### src/rtl/aufg_pkg.sv
// shared types, constants and helpers for the arp/udp frame generator
`timescale 1ns / 1ps

package aufg_pkg;

   localparam int PAYLOAD_LEN_DEFAULT = 15;
   localparam int HDR_LEN             = 42;
   localparam int MSG_LEN             = 15;
   localparam int CSUM_POS            = 24;
   localparam int CSUM_LAT            = 5;
   localparam int PATCH_CELL          = CSUM_POS - CSUM_LAT;
   localparam int CSR_INDEX_W         = 3;
   localparam int CSR_DATA_W          = 48;

   localparam logic [7:0] MESSAGE [MSG_LEN] = '{
      8'h48, 8'h65, 8'h6C, 8'h6C, 8'h6F, 8'h20, 8'h4E, 8'h65,
      8'h74, 8'h77, 8'h6F, 8'h72, 8'h6B, 8'h21, 8'h00
   };

   localparam logic [15:0] ETH_TYPE_ARP  = 16'h0806;
   localparam logic [15:0] ETH_TYPE_IPV4 = 16'h0800;
   localparam logic [7:0]  IP_VER_IHL    = 8'h45;
   localparam logic [7:0]  IP_FLAGS_DF   = 8'h40;
   localparam logic [7:0]  IP_PROTO_UDP  = 8'h11;

   typedef enum logic [CSR_INDEX_W-1:0] {
      CSR_SOURCE_MAC   = 3'd0,
      CSR_SOURCE_IP    = 3'd1,
      CSR_UDP_DEST_MAC = 3'd2,
      CSR_SOURCE_PORT  = 3'd3,
      CSR_DEST_PORT    = 3'd4,
      CSR_IP_IDENT     = 3'd5,
      CSR_TIME_TO_LIVE = 3'd6
   } aufg_csr_type;

   typedef struct packed {
      logic        req_type;
      logic [31:0] target_ip;
   } aufg_req_type;

   typedef struct packed {
      logic [7:0] frame_byte;
      logic       last_byte;
   } aufg_rsp_type;

   typedef struct packed {
      logic [47:0] source_mac;
      logic [31:0] source_ip;
      logic [47:0] udp_dest_mac;
      logic [15:0] source_port;
      logic [15:0] dest_port;
      logic [15:0] ip_ident;
      logic [7:0]  time_to_live;
   } aufg_cfg_type;

   typedef struct packed {
      logic       valid;
      logic       last;
      logic [7:0] data;
   } aufg_cell_type;

   function automatic logic [7:0] payload_byte(input int idx);
      logic [7:0] b;
      b = 8'h00;
      if (idx >= 0 && idx < MSG_LEN) begin
         b = MESSAGE[4'(idx)];
      end
      return b;
   endfunction

endpackage

### src/rtl/aufg_cell.sv
// one byte cell of the frame shift chain
`timescale 1ns / 1ps

module aufg_cell (
   input  logic                    clock,
   input  logic                    reset,
   input  logic                    load,
   input  aufg_pkg::aufg_cell_type load_cell,
   input  logic                    patch,
   input  logic [7:0]              patch_data,
   input  aufg_pkg::aufg_cell_type shift_in,
   output aufg_pkg::aufg_cell_type cell_ff
);

   aufg_pkg::aufg_cell_type cell_in;

   always_comb begin
      cell_in = shift_in;
      if (load) begin
         cell_in = load_cell;
      end else if (patch) begin
         cell_in.data = patch_data;
      end
   end

   always_ff @(posedge clock) begin
      if (reset) begin
         cell_ff <= '0;
      end else begin
         cell_ff <= cell_in;
      end
   end

endmodule

### src/rtl/aufg_image.sv
// frame image builder: header and payload bytes for the chain load
`timescale 1ns / 1ps

module aufg_image #(
   parameter int PAYLOAD_LEN = aufg_pkg::PAYLOAD_LEN_DEFAULT
) (
   input  aufg_pkg::aufg_cfg_type  cfg,
   input  aufg_pkg::aufg_req_type  req,
   output aufg_pkg::aufg_cell_type image [aufg_pkg::HDR_LEN + PAYLOAD_LEN]
);

   localparam int FRAME_CELLS = aufg_pkg::HDR_LEN + PAYLOAD_LEN;
   localparam int HDR_BITS    = aufg_pkg::HDR_LEN * 8;
   localparam logic [15:0] UDP_LEN = 16'(8 + PAYLOAD_LEN);
   localparam logic [15:0] IP_LEN  = 16'(28 + PAYLOAD_LEN);

   logic [HDR_BITS-1:0] arp_hdr;
   logic [HDR_BITS-1:0] udp_hdr;
   logic [HDR_BITS-1:0] hdr;

   assign arp_hdr = {48'hFFFF_FFFF_FFFF, cfg.source_mac, aufg_pkg::ETH_TYPE_ARP,
                     16'h0001, aufg_pkg::ETH_TYPE_IPV4, 8'd6, 8'd4, 16'h0001,
                     cfg.source_mac, cfg.source_ip, 48'h0, req.target_ip};

   // checksum field left zero, patched in the chain later
   assign udp_hdr = {cfg.udp_dest_mac, cfg.source_mac, aufg_pkg::ETH_TYPE_IPV4,
                     aufg_pkg::IP_VER_IHL, 8'h00, IP_LEN, cfg.ip_ident,
                     aufg_pkg::IP_FLAGS_DF, 8'h00, cfg.time_to_live,
                     aufg_pkg::IP_PROTO_UDP, 16'h0000, cfg.source_ip, req.target_ip,
                     cfg.source_port, cfg.dest_port, UDP_LEN, 16'h0000};

   assign hdr = req.req_type ? udp_hdr : arp_hdr;

   always_comb begin
      for (int i = 0; i < FRAME_CELLS; i++) begin
         if (i < aufg_pkg::HDR_LEN) begin
            image[i].data  = hdr[(aufg_pkg::HDR_LEN - 1 - i) * 8 +: 8];
            image[i].valid = 1'b1;
         end else begin
            image[i].data  = aufg_pkg::payload_byte(i - aufg_pkg::HDR_LEN);
            image[i].valid = req.req_type;
         end
         image[i].last = req.req_type ? (i == FRAME_CELLS - 1)
                                      : (i == aufg_pkg::HDR_LEN - 1);
      end
   end

endmodule

### src/rtl/aufg_csum.sv
// pipelined ipv4 header checksum with full carry fold
`timescale 1ns / 1ps

module aufg_csum #(
   parameter int PAYLOAD_LEN = aufg_pkg::PAYLOAD_LEN_DEFAULT
) (
   input  logic                   clock,
   input  logic                   reset,
   input  logic                   start,
   input  aufg_pkg::aufg_cfg_type cfg,
   input  logic [31:0]            target_ip,
   output logic                   patch,
   output logic [15:0]            csum_ff
);

   // version/ihl, flags and total length words
   localparam logic [15:0] CSUM_BASE =
      16'({aufg_pkg::IP_VER_IHL, 8'h00} + {aufg_pkg::IP_FLAGS_DF, 8'h00} + 28 + PAYLOAD_LEN);

   logic [aufg_pkg::CSUM_LAT-1:0] v_ff;
   logic [aufg_pkg::CSUM_LAT-1:0] v_in;
   logic [16:0] a0_ff, a1_ff, a2_ff, a3_ff;
   logic [17:0] b0_ff, b1_ff;
   logic [18:0] c_ff;
   logic [16:0] f_ff;
   logic [15:0] fold;

   assign v_in = {v_ff[aufg_pkg::CSUM_LAT-2:0], start};
   assign fold = f_ff[15:0] + {15'h0, f_ff[16]};

   always_ff @(posedge clock) begin
      if (reset) begin
         v_ff <= '0;
      end else begin
         v_ff <= v_in;
      end
   end

   always_ff @(posedge clock) begin
      a0_ff   <= {1'b0, CSUM_BASE} + {1'b0, cfg.ip_ident};
      a1_ff   <= {1'b0, cfg.time_to_live, aufg_pkg::IP_PROTO_UDP} + {1'b0, cfg.source_ip[31:16]};
      a2_ff   <= {1'b0, cfg.source_ip[15:0]} + {1'b0, target_ip[31:16]};
      a3_ff   <= {1'b0, target_ip[15:0]};
      b0_ff   <= {1'b0, a0_ff} + {1'b0, a1_ff};
      b1_ff   <= {1'b0, a2_ff} + {1'b0, a3_ff};
      c_ff    <= {1'b0, b0_ff} + {1'b0, b1_ff};
      f_ff    <= {1'b0, c_ff[15:0]} + {14'h0, c_ff[18:16]};
      csum_ff <= ~fold;
   end

   assign patch = v_ff[aufg_pkg::CSUM_LAT-1];

endmodule

### src/rtl/arp_udp_frame_generator.sv
// top level: arp request and ipv4/udp frame generator
//
//   channel  ports                          handshake
//   request  start, busy, req_data          taken when start && !busy
//   result   rsp_strobe, rsp_data           one byte per cycle, no stall
//   config   csr_we, csr_index, csr_wdata   write when csr_we
//
// a frame loads whole into a chain of byte cells and shifts out one byte a cycle;
// a frame is 42 bytes for arp, 42 + PAYLOAD_LEN for udp. the first byte shows the cycle
// after the request is taken. busy drops during the last byte, so frames run
// back to back with no gap. the ip checksum is patched into the chain from its pipeline
// before those bytes shift out. reset is synchronous and clears the chain and the checksum valid bits.
`timescale 1ns / 1ps

module arp_udp_frame_generator #(
   parameter int PAYLOAD_LEN = aufg_pkg::PAYLOAD_LEN_DEFAULT
) (
   input  logic                                clock,
   input  logic                                reset,
   input  logic                                start,
   output logic                                busy,
   input  aufg_pkg::aufg_req_type              req_data,
   output logic                                rsp_strobe,
   output aufg_pkg::aufg_rsp_type              rsp_data,
   input  logic                                csr_we,
   input  logic [aufg_pkg::CSR_INDEX_W-1:0]    csr_index,
   input  logic [aufg_pkg::CSR_DATA_W-1:0]     csr_wdata
);

   localparam int FRAME_CELLS = aufg_pkg::HDR_LEN + PAYLOAD_LEN;

   aufg_pkg::aufg_cfg_type  cfg_ff;
   aufg_pkg::aufg_cfg_type  cfg_in;
   aufg_pkg::aufg_cell_type image [FRAME_CELLS];
   aufg_pkg::aufg_cell_type chain [FRAME_CELLS];
   logic                    accept;
   logic                    csum_patch;
   logic [15:0]             csum;

   assign accept = start && !busy;
   assign busy   = chain[1].valid;

   always_comb begin
      cfg_in = cfg_ff;
      if (csr_we) begin
         unique case (aufg_pkg::aufg_csr_type'(csr_index))
            aufg_pkg::CSR_SOURCE_MAC:   cfg_in.source_mac   = csr_wdata;
            aufg_pkg::CSR_SOURCE_IP:    cfg_in.source_ip    = csr_wdata[31:0];
            aufg_pkg::CSR_UDP_DEST_MAC: cfg_in.udp_dest_mac = csr_wdata;
            aufg_pkg::CSR_SOURCE_PORT:  cfg_in.source_port  = csr_wdata[15:0];
            aufg_pkg::CSR_DEST_PORT:    cfg_in.dest_port    = csr_wdata[15:0];
            aufg_pkg::CSR_IP_IDENT:     cfg_in.ip_ident     = csr_wdata[15:0];
            aufg_pkg::CSR_TIME_TO_LIVE: cfg_in.time_to_live = csr_wdata[7:0];
            default: ;
         endcase
      end
   end

   always_ff @(posedge clock) begin
      if (reset) begin
         cfg_ff.source_mac   <= 48'h0;
         cfg_ff.source_ip    <= 32'h7F00_0001;
         cfg_ff.udp_dest_mac <= 48'h0;
         cfg_ff.source_port  <= 16'd43966;
         cfg_ff.dest_port    <= 16'd8080;
         cfg_ff.ip_ident     <= 16'h8397;
         cfg_ff.time_to_live <= 8'h40;
      end else begin
         cfg_ff <= cfg_in;
      end
   end

   aufg_image #(
      .PAYLOAD_LEN(PAYLOAD_LEN)
   ) u_image (
      .cfg   (cfg_ff),
      .req   (req_data),
      .image (image)
   );

   aufg_csum #(
      .PAYLOAD_LEN(PAYLOAD_LEN)
   ) u_csum (
      .clock     (clock),
      .reset     (reset),
      .start     (accept && req_data.req_type),
      .cfg       (cfg_ff),
      .target_ip (req_data.target_ip),
      .patch     (csum_patch),
      .csum_ff   (csum)
   );

   for (genvar i = 0; i < FRAME_CELLS; i++) begin : g_cell
      aufg_pkg::aufg_cell_type shift_in;
      logic                    patch;
      logic [7:0]              patch_data;

      if (i == FRAME_CELLS - 1) begin : g_tail
         assign shift_in = '0;
      end else begin : g_link
         assign shift_in = chain[i+1];
      end

      if (i == aufg_pkg::PATCH_CELL) begin : g_csum_hi
         assign patch      = csum_patch;
         assign patch_data = csum[15:8];
      end else if (i == aufg_pkg::PATCH_CELL + 1) begin : g_csum_lo
         assign patch      = csum_patch;
         assign patch_data = csum[7:0];
      end else begin : g_plain
         assign patch      = 1'b0;
         assign patch_data = 8'h00;
      end

      aufg_cell u_cell (
         .clock      (clock),
         .reset      (reset),
         .load       (accept),
         .load_cell  (image[i]),
         .patch      (patch),
         .patch_data (patch_data),
         .shift_in   (shift_in),
         .cell_ff    (chain[i])
      );
   end

   assign rsp_strobe          = chain[0].valid;
   assign rsp_data.frame_byte = chain[0].data;
   assign rsp_data.last_byte  = chain[0].last;

endmodule

### config.mk
export PLATFORM = sky130hd
export DESIGN_NAME = arp_udp_frame_generator
export DESIGN_NICKNAME = d
export VERILOG_FILES = /design/src/rtl/aufg_pkg.sv /design/src/rtl/aufg_cell.sv /design/src/rtl/aufg_image.sv /design/src/rtl/aufg_csum.sv /design/src/rtl/arp_udp_frame_generator.sv
export SDC_FILE = /design/constraint.sdc
export NUM_CORES = 1
export LEC_CHECK = 0
export BUFFER_PORTS_ARGS = -buffer_cell sky130_fd_sc_hd__buf_2
export CAP_MARGIN = 20
export CORE_MARGIN = 3
export CORE_UTILIZATION = 65
export DETAILED_ROUTE_END_ITERATION = 8
export PLACE_DENSITY = 0.83
export RECOVER_POWER = 50
export SYNTH_ARGS = -nofsm -noshare
export SYNTH_HDL_FRONTEND = slang
export SYNTH_SLANG_ARGS = --single-unit
### constraint.sdc
create_clock -name clock -period 6.8 [get_ports clock]
set_clock_uncertainty 0.05 [all_clocks]
set_input_delay 0.68 -clock clock [delete_from_list [all_inputs] [get_ports clock]]
set_output_delay 0.68 -clock clock [all_outputs]
set_load 0.03 [all_outputs]
After elaboration in Yosys (flattened, before gate mapping) --
Cells that the tools add are included.
Word-level totals: word-level logic and storage cells 329, input port bits 88, register bits 840, output and inout port bits 11
Cells by class: reductions and logical operators 14, add/sub/neg operators 8, muxes and demuxes 111, equal/unequal tests 6, bitwise operators 2
Operators with widths (count):
- 2-to-1 mux 8 bit | 43
- 2-to-1 mux 336 bit | 1
- 2-to-1 mux 2 bit | 56
- 2-to-1 mux 7 bit | 8
- adder 16 x 16 -> 17 bit | 2
- adder 18 x 18 -> 19 bit | 1
- adder 17 x 16 -> 18 bit | 1
- adder 17 x 17 -> 18 bit | 1
- adder 16 x 16 -> 17 bit, first input constant | 1
- adder 16 x 3 -> 17 bit | 1
- adder 16 x 1 -> 16 bit | 1
- inverter 16 bit | 1
- AND reduction 2 bit | 7
- equality test 3 bit, second input constant | 3
- equality test 3 x 2 -> 1 bit, second input constant | 2
- 2-to-1 mux 6 bit | 1
- OR reduction 2 bit | 2
- equality test 3 x 1 -> 1 bit, second input constant | 1
- logical NOT 3 bit | 1
- OR reduction 3 bit | 1
- logical AND 1 bit | 2
- 2-to-1 mux 1 bit | 2
- logical NOT 1 bit | 1
- inverter 1 bit | 1

Longest topological paths before layout --
Gate-level depths: netlist of run 1.
depth after elaboration 4, gate-level depth with buffers 9, mapped depth without buffers 9

Modules after synthesis --
From an unflattened synthesis of run 1, not the netlist that was laid out.
Second synthesis, totals: cell total of the unflattened synthesis 4460, area, all modules 44883.0 um^2
By module, submodules not included:
- aufg_cell | area each 446.7 um^2, times used 57, seq. area each 200.2 um^2, cells each 42
- aufg_csum | area each 7601.0 um^2, times used 1, seq. area each 3203.1 um^2, cells each 779
- arp_udp_frame_generator | area each 7355.8 um^2, times used 1, seq. area each 3683.5 um^2, cells each 690
- aufg_image | area each 4465.5 um^2, times used 1, seq. area each 0.0 um^2, cells each 597

Least setup slack after synthesis of run 1 --
OpenSTA, ideal clock, no wires.
path kind input to register, start point input port req_data[16] (netlist name), end point register u_csum.a2_ff[10], stages 8, library setup time 72 ps, arrival 2195 ps, setup slack 4482 ps, path buffers 0, data required time 6678 ps, cell sequence ha_1 -> fa_1 -> a21o_1 -> a31oi_1 -> o21ai_1 -> a21o_1 -> a21oi_2 -> xnor2_1
Between the ends: longest elaborated chain between the ends 1
Ends and longest elaborated chain:
- start: declaration | line arp_udp_frame_generator.sv:22 | input aufg_pkg::aufg_req_type req_data,
- adder 16 x 16 -> 17 bit | line aufg_csum.sv:42 | a2_ff <= {1'b0, cfg.source_ip[15:0]} + {1'b0, target_ip[31:16]};
- end signal: assignment | line aufg_csum.sv:42
- end: declaration | line aufg_csum.sv:22 | logic [16:0] a0_ff, a1_ff, a2_ff, a3_ff;
No other way between the ends. A chain may end at the register's enable or synchronous reset.

Worst setup path after layout of run 1 --
start point register g_cell[1].u_cell.cell_ff[9] (netlist name), end point register g_cell[55].u_cell.cell_ff[9] (netlist name)
Between the ends: longest elaborated chain between the ends 3
Ends and longest elaborated chain:
- start: declaration | line aufg_cell.sv:12 | output aufg_pkg::aufg_cell_type cell_ff
- start signal: assignment | line aufg_cell.sv:30 | cell_ff <= cell_in;
- logical NOT 1 bit | line arp_udp_frame_generator.sv:40 | assign accept = start && !busy;
- logical AND 1 bit | line arp_udp_frame_generator.sv:40
- 2-to-1 mux 2 bit | line aufg_cell.sv:19 | if (load) begin
- end signal: assignment | line aufg_cell.sv:30
- end: declaration | line aufg_cell.sv:12
No other way between the ends.

==> results of run 1 <==
## logic make-up after synthesis
group | count (synthesis) | share of synthesized area (%)
buf+inv | 210 | 2.88
xor+xnor | 108 | 3.22
flops | 821 | 55.9
compound gates | 601 | 13.6
simple gates | 1172 | 18.1
fa+ha+maj | 87 | 3.83
mux | 74 | 2.52
## state kept, by name (all words and copies together), names as in the netlist
| name | cells |
|---|---|
| u_csum.b0_ff | 18 |
| u_csum.f_ff | 17 |
| u_csum.a3_ff | 16 |
| u_csum.csum_ff | 16 |
| u_csum.v_ff | 5 |
| u_csum.b1_ff | 18 |
| u_csum.a0_ff | 17 |
| u_csum.a2_ff | 17 |
| cfg_ff | 184 |
| u_csum.c_ff | 19 |
| u_csum.a1_ff | 17 |
| g_cell.u_cell.cell_ff | 477 |
## report_power, final
group | internal (mW) | total (mW) | switching, mW
Combinational | 0.588 | 1.49 | 0.903
Clock | 2.69 | 4.48 | 1.79
Sequential | 5.22 | 5.50 | 0.277
Total | 8.50 | 11.5 | 2.97
## final cells by class
class / instances / share of cell area (%)
repair buffers: 117 / 1.96
inverters: 20 / 0.230
flip-flops and latches: 821 / 50.4
multi-input cells: 2042 / 37.0
clock buffers: 108 / 6.89
well taps: 592 / 2.27
diodes: 1 / 0.00767
clock inverters: 26 / 1.25
## through the flow
stage	util [%]	area (um^2)	setup slack (ns)	std cells	power (mW)
4_1_cts	73.7	32700	4.31	3724	11.5
6_report	73.4	32600	3.02	3727	11.5
2_1_floorplan	-	29400	4.48	3073	6.56
3_5_place_dp	67.7	30100	3.72	3590	7.05
5_1_grt	73.4	32600	2.59	3726	11.9
3_3_place_gp	67.7	30100	3.75	3590	7.02
## metal layers
| layer | up-vias | part of all wire, % |
|---|---|---|
| met1 | 10412 | 41 |
| met3 | 265 | 8.1 |
| met2 | 961 | 45 |
| met5 | - | 0.065 |
| met4 | 8 | 6.2 |
| li1 | 10378 | - |
## worst max-delay path by stage
stage | to | cells past startpoint
after floorplan | u_csum.a2_ff[10] | 8
after global placement | g_cell[23].u_cell.cell_ff[4] | 4
after detailed placement | g_cell[0].u_cell.cell_ff[3] | 4
after CTS | g_cell[41].u_cell.cell_ff[6] | 5
after global routing | g_cell[55].u_cell.cell_ff[9] | 6
final | g_cell[55].u_cell.cell_ff[9] | 6
## Yosys cell counts (all sizes together), types with 62 or more instances
library cell,number
mux2i,74
ha,82
a22o,103
xnor2,62
clkbuf,125
dfxtp,821
a21oi,256
a211oi,66
nand2,514
buf,65
and2,117
nor2,285
a21o,62
nor3,76
==> impl_metrics.ini, run 1 <==
[pwr]
cellLeakagePower_nw = 13.2
peakVddDrop_v = 0.000237
power.density_nw_per_um2 = 351

[cts]
postCtsSetupBuffers = 0
clock_tree.root_cell = clkbuf_16
holdBufCountCts = 0
cts_buffers = 76
clock_latency_ns = 0.61
htree_levels = 3
cts.clk_slew.worst_paths_ns = 0.07
clock_path_buffers = 3
cts.sink_count = 821
ctsResizeCount = 0
cts_tree = yes

[synth]
synth_top_area_cell = dfxtp_1
synth_seq_cells = 821
syn_nets = 3248
ys_warn_count = 0
synth-edff-count = 0
synthFlopType = dfxtp_1
syn_inst = 3073
synth_seq_area_share_pct = 55.9
avgSynthCellArea_um2 = 9.57
async_reset_ff_share_pct = 0
synth_cell_type_count = 61
synth_area_leaders = dfxtp_1 (56%), nand2_1 (6.6%), a21oi_1 (4.3%), nor2_1 (3.6%), ha_1 (3.5%)
netlist.area_leader.share_pct = 55.9
syn-cell-area_um2 = 29400

[hold_path]
hold_depth = 1
holdPathEnd = u_csum.a3_ff[7]
hold_class = primary input to flop
worst_hold_startpoint = req_data[7]

[sta]
rsz0062_at_grt = no
tightest_slew_ns = 2.44
clock.fmax_mhz = 264
drv_slew = 189
holdWs_ns = 0.224
finalHoldViolCount = 0
finalSetupViolCount = 0
fin_crit_sh_pct = 55.6
slew_headroom_pct = -62.5
fin_tns_setup_ns = 0
period_minus_slack_ns = 3.78

[detailed_routing]
first_pass_iters = 6
dr.first_iter.drc_count = 2302
routedWlPerCell_um = 20.5
antenna_left = 0
vias = 22024
via_per_inst = 5.91
wl_um = 76500
drcViolationCount = 0

[final_layout]
final_common_cell = dfxtp_1
num-fill-cells = 3075
multi_input_area_um2 = 12100
nets = 3253
drive_gt1_share_pct = 6.96
most-common-layout-cells = dfxtp_1 (821), nand2_1 (514), nor2_1 (282), a21oi_1 (255), and2_1 (109)
seq_area_um2 = 16400
area_growth_pct = 10.9

[global_route]
grt_use_met3_pct = 6.26
globalRoute.totalOverflow = 0
grt_use_total_pct = 31.8
grt_use_met2_pct = 49.6
grt_pass1_wl_um = 119000
antenna_found_initial = 6
top_usage_layer = met2
grt_pass1_vias = 21672
grt_use_met1_pct = 41.7
grt_start_max_net_pins = 219

[placement]
place_congestion = 0.951
dp_hpwl_um = 48600
port_buffers = 98

[worst_setup_path]
r2r_start = g_cell[1].u_cell.cell_ff[9]
start_kind = flop
cpLargestDelayFamily = buffers and inverters
r2r_slack_ns = 3.02
crit_required_ns = 7.24
cp.arrival_ns = 4.22
slowest_stage = clkbuf_1
rr_endpoint = g_cell[55].u_cell.cell_ff[9]
worstPathMaxFanout = 120
cpPeakStageDelay_ns = 1.73
startpoint = g_cell[1].u_cell.cell_ff[9]
crit_buf_inv = 2
ff2ff_path_depth = 6
worstSetupPathType = flop to flop
worst_setup_path_end_kind = flop
path_cells = nor2b_4 -> clkbuf_1 -> nor2_4 -> buf_4 -> and2_1 -> or2_2

[run_status]
violations = capacitance limit, slew limit
status = finished with violations

[floorplan]
die_height_um = 219
die_area_um2 = 47800
die_w_um = 219
rows = 77
core-area_um2 = 44400
boundaryPins = 99
start_util_pct = 66.2

[run]
cap_viol_max_count = 4
Note: power is estimated with default switching activity, not from simulation.
==> inputs of run 2 (changes only) <==
Settings changed: CORE_UTILIZATION 65 to 55, PLACE_DENSITY 0.83 to 0.75.
Clock period 6.8 ns to 3.2 ns, I/O delays scaled along.
==> impl_metrics.ini, run 2 (synthesis gave the netlist of run 1 again) <==
[sta]
tightest_slew_ns = 2.49
fin_crit_sh_pct = 80.9
finalHoldViolCount = 0
slew_headroom_pct = -66.1
clock.fmax_mhz = 386
fin_tns_setup_ns = 0
drv_slew = 442
rsz0062_at_grt = no
period_minus_slack_ns = 2.59
finalSetupViolCount = 0

[placement]
dp_hpwl_um = 49500
place_congestion = 0.915
port_buffers = 98

[final_layout]
multi_input_area_um2 = 12100
nets = 3336
largest_reg_flops = 477
seq_area_um2 = 16400
reg_top3 = g_cell.u_cell.cell_ff (477), cfg_ff (184), u_csum.c_ff (19)
area_growth_pct = 14.7
postLayoutCoreUtil_pct = 63.9
final_common_cell = dfxtp_1
drive_gt1_share_pct = 7.49
max_flop_register = g_cell.u_cell.cell_ff
num-fill-cells = 4216
most-common-layout-cells = dfxtp_1 (821), nand2_1 (514), nor2_1 (283), a21oi_1 (253), a22o_1 (103)

[run_status]
violations = capacitance limit, slew limit
status = finished with violations

[cts]
cts.sink_count = 821
cts_buffers = 82
clock_path_buffers = 3
ctsResizeCount = 0
htree_levels = 3
postCtsSetupBuffers = 0
cts_tree = yes
cts.clk_slew.worst_paths_ns = 0.06
clock_latency_ns = 0.61
holdBufCountCts = 67
clock_tree.root_cell = clkbuf_16

[hold_path]
hold_class = primary input to flop
worst_hold_startpoint = csr_wdata[12]

[run]
cap_viol_max_count = 6

[global_route]
grt_pass1_vias = 21142
globalRoute.totalOverflow = 0
antenna_found_initial = 3
grt_start_max_net_pins = 144
grt_use_total_pct = 26.7
grt_pass1_wl_um = 120000

[worst_setup_path]
cpPeakStageDelay_ns = 1.72
worstPathMaxFanout = 133
worstSetupPathType = primary input to flop
cp.arrival_ns = 2.87
startpoint = reset
crit_required_ns = 3.48
slowest_stage = buf_2
worst_setup_path_end_kind = flop
path_cells = buf_8 -> buf_2 -> a211oi_1
start_kind = primary input
r2r_start = g_cell[1].u_cell.cell_ff[9]

[floorplan]
die_height_um = 237
start_util_pct = 55.7
core-area_um2 = 52800
rows = 84
boundaryPins = 99
die_area_um2 = 56300
die_w_um = 237

[pwr]
cellLeakagePower_nw = 13.6
power.density_nw_per_um2 = 735
peakVddDrop_v = 0.000486

[detailed_routing]
dr.first_iter.drc_count = 1828
wl_um = 76300
vias = 21878
routedWlPerCell_um = 19.5
via_per_inst = 5.60
first_pass_iters = 5
antenna_left = 0
drcViolationCount = 0
[run 2: cell types whose count changed in the layout (fill, tap and decap cells not counted), sizes merged]
| cell | previous run | this run |
|---|---|---|
| clkbuf | 142 | 161 |
| clkinv | 12 | 8 |
| diode | 1 | 3 |
| buf | 83 | 89 |
| inv | 24 | 23 |
| dlygate4sd3 | 0 | 67 |
| bufinv | 10 | 7 |
[run 2: power breakdown]
group / internal (mW) / switching, mW
sequential: 11.1 / 0.546
combinational: 1.32 / 1.90
clock: 6.04 / 3.88
total: 18.5 / 6.32
[run 2: per-stage QoR]
| step | worst slack [ns] | instance area [um^2] | hold slack, ns | cells | total power [mW] |
|---|---|---|---|---|---|
| floorplan | 1.06 | 29400 | 0.298 | 3073 | 13.9 |
| global placement | 0.907 | 30400 | 0.360 | 3698 | 14.9 |
| detailed placement | 0.879 | 30400 | 0.360 | 3698 | 15.0 |
| CTS | 0.883 | 33900 | 0.00283 | 3906 | 24.9 |
| global route | 0.367 | 33700 | 0.0112 | 3907 | 25.8 |
| finish | 0.610 | 33700 | 0.0492 | 3909 | 24.8 |
[run 2: layer usage]
layer	GRT usage, %	up-vias	part of all wire, %
met5	0	-	0
met4	9.57	0	3.0
met3	4.42	140	6.2
met2	43.0	704	46
met1	36.7	10479	44
li1	-	10555	-
[run 2: area by class of cell]
class / count / share of cell area (%)
flip-flops and latches: 821 / 48.7
multi-input cells: 2042 / 35.9
clock buffers: 123 / 7.54
repair buffers: 194 / 4.18
well taps: 688 / 2.55
clock inverters: 18 / 0.838
inverters: 20 / 0.223
diodes: 3 / 0.0223
[run 2: final timing paths]
| path | slack [ns] | cells after the start | endpoint |
|---|---|---|---|
| worst max register to register | 0.82 | 4 | g_cell[38].u_cell.cell_ff[2] |
| worst min register to register | 0.37 | 1 | g_cell[17].u_cell.cell_ff[8] |
| worst min-delay path | 0.05 | 3 | cfg_ff[20] |
| worst max-delay path | 0.61 | 3 | g_cell[30].u_cell.cell_ff[5] |
[run 2: worst max-delay path: cells and delay by family]
family / cells / cell delay (ns)
AOI/OAI and AO/OA: 1 / 0.29
buffers and inverters: 2 / 2.07
==> inputs of run 3 (changes only) <==
Settings changed: CORE_UTILIZATION 55 to 61, PLACE_DENSITY 0.75 to 0.79.
Clock period 3.2 ns to 2.6 ns, I/O delays scaled along.
==> impl_metrics.ini, run 3 (synthesis gave the netlist of run 1 again) <==
[cts]
cts_buffers = 81
clock_tree.root_cell = clkbuf_16
clock_latency_ns = 0.63
cts.clk_slew.worst_paths_ns = 0.06
cts_tree = yes
postCtsSetupBuffers = 0
ctsResizeCount = 0
clock_path_buffers = 3
htree_levels = 3
cts.sink_count = 821
holdBufCountCts = 83

[sta]
drv_slew = 0
tightest_slew_ns = 1.43
clock.fmax_mhz = 427
fin_crit_sh_pct = 90.1
rsz0062_at_grt = no
slew_headroom_pct = 4.79
finalSetupViolCount = 0
period_minus_slack_ns = 2.34
fin_tns_setup_ns = 0
finalHoldViolCount = 0

[global_route]
grt_pass1_wl_um = 120000
globalRoute.totalOverflow = 0
grt_use_met2_pct = 46.6
grt_use_met3_pct = 6.07
top_usage_layer = met2
grt_use_met1_pct = 40.8
grt_start_max_net_pins = 251
grt_pass1_vias = 21421
antenna_found_initial = 5
grt_use_total_pct = 30.0

[placement]
dp.cells = 3635
port_buffers = 98
place_congestion = 0.910
dp_hpwl_um = 49700

[worst_setup_path]
start_kind = flop
worstPathMaxFanout = 4
slowest_stage = fa_1
cpMostUsedCell = o21ai_1
crit_buf_inv = 0
cp.arrival_ns = 2.80
startpoint = u_csum.b1_ff[0]
ff2ff_path_depth = 8
cpPeakStageDelay_ns = 0.48
worstSetupPathType = flop to flop
crit_required_ns = 3.06
r2r_start = u_csum.b1_ff[0]
path_cells = ha_1 -> fa_1 -> a21oi_1 -> o21ai_1 -> a21oi_2 -> a31o_2 -> o21ai_1 -> a221o_1
r2r_slack_ns = 0.26
path_depth = 8
rr_endpoint = u_csum.c_ff[18]
worst_setup_path_end_kind = flop
cpLargestDelayFamily = compound AO/OA/AOI/OAI gates
crit_end = u_csum.c_ff[18]

[detailed_routing]
vias = 22426
antenna_left = 0
drcViolationCount = 0
routedWlPerCell_um = 19.9
first_pass_iters = 7
dr.first_iter.drc_count = 2225
via_per_inst = 5.80
wl_um = 77000

[run_status]
status = completed

[final_layout]
largest_reg_flops = 477
num-fill-cells = 3421
nets = 3369
max_flop_register = g_cell.u_cell.cell_ff
postLayoutCoreUtil_pct = 72.0
final_cells = 3869
drive_gt1_share_pct = 8.16
final_common_cell = dfxtp_1
most-common-layout-cells = dfxtp_1 (821), nand2_1 (514), nor2_1 (283), a21oi_1 (253), a22o_1 (103)
reg_top3 = g_cell.u_cell.cell_ff (477), cfg_ff (184), u_csum.c_ff (19)
area_growth_pct = 15.2

[pwr]
peakVddDrop_v = 0.000643
cellLeakagePower_nw = 13.7
power.density_nw_per_um2 = 892
totalPowerFinal_mw = 30.2

[floorplan]
start_util_pct = 62.5
die_w_um = 226
rows = 79
die_height_um = 226
boundaryPins = 99
core-area_um2 = 47100
die_area_um2 = 50900

[hold_path]
hold_class = primary input to flop

[run]
cap_viol_max_count = 0
## run 3: cell types whose count changed in the layout (fill, tap and decap cells not counted), sizes merged
cell / change
inv: +2
buf: +13
clkinvlp: +4
bufinv: -1
dlygate4sd3: +16
clkinv: +12
clkbuf: -5
## run 3: worst min path at each step
stage	slack (ns)	cells past startpoint	from	endpoint
2_1_floorplan	0.24	0	req_data[0]	u_csum.a3_ff[0]
3_3_place_gp	0.36	1	g_cell[52].u_cell.cell_ff[8]	g_cell[51].u_cell.cell_ff[8]
3_5_place_dp	0.36	1	g_cell[14].u_cell.cell_ff[3]	g_cell[13].u_cell.cell_ff[3]
4_1_cts	0.05	2	req_data[32]	g_cell[56].u_cell.cell_ff[9]
5_1_grt	0.06	2	req_data[32]	g_cell[56].u_cell.cell_ff[9]
6_report	0.06	2	req_data[32]	g_cell[56].u_cell.cell_ff[9]
## run 3: report_power, final
group          internal [mW]  switching, mW  leakage (nW)
sequential              13.7          0.649          6.73
clock                   6.98           4.91          1.36
combinational           1.66           2.37          5.65
## run 3: layout make-up
cell class,count,area (um^2),area share [%]
Clock buffer,113,2360,6.96
Clock inverter,35,388,1.14
Sequential cell,821,16400,48.5
Antenna cell,3,7.51,0.0222
Timing Repair Buffer,228,1740,5.13
Multi-Input combinational cell,2042,12100,35.8
Inverter,20,75.1,0.222
Tap cell,607,759,2.24
## run 3: metrics by stage
stage / area, um^2 / setup WS [ns] / hold WS, ns
after global placement: 30500 / 0.308 / 0.357
after global routing: 33900 / 0.108 / 0.0581
after detailed placement: 30500 / 0.270 / 0.361
after CTS: 34000 / 0.273 / 0.0476
final: 33900 / 0.257 / 0.0593
after floorplan: 29400 / 0.458 / 0.238
## run 3: layer usage
metal | vias to the layer above | share of wire, %
met5 | - | 0.035
met4 | 4 | 4.9
met3 | 224 | 7.2
met2 | 887 | 45
met1 | 10658 | 43
li1 | 10653 | -
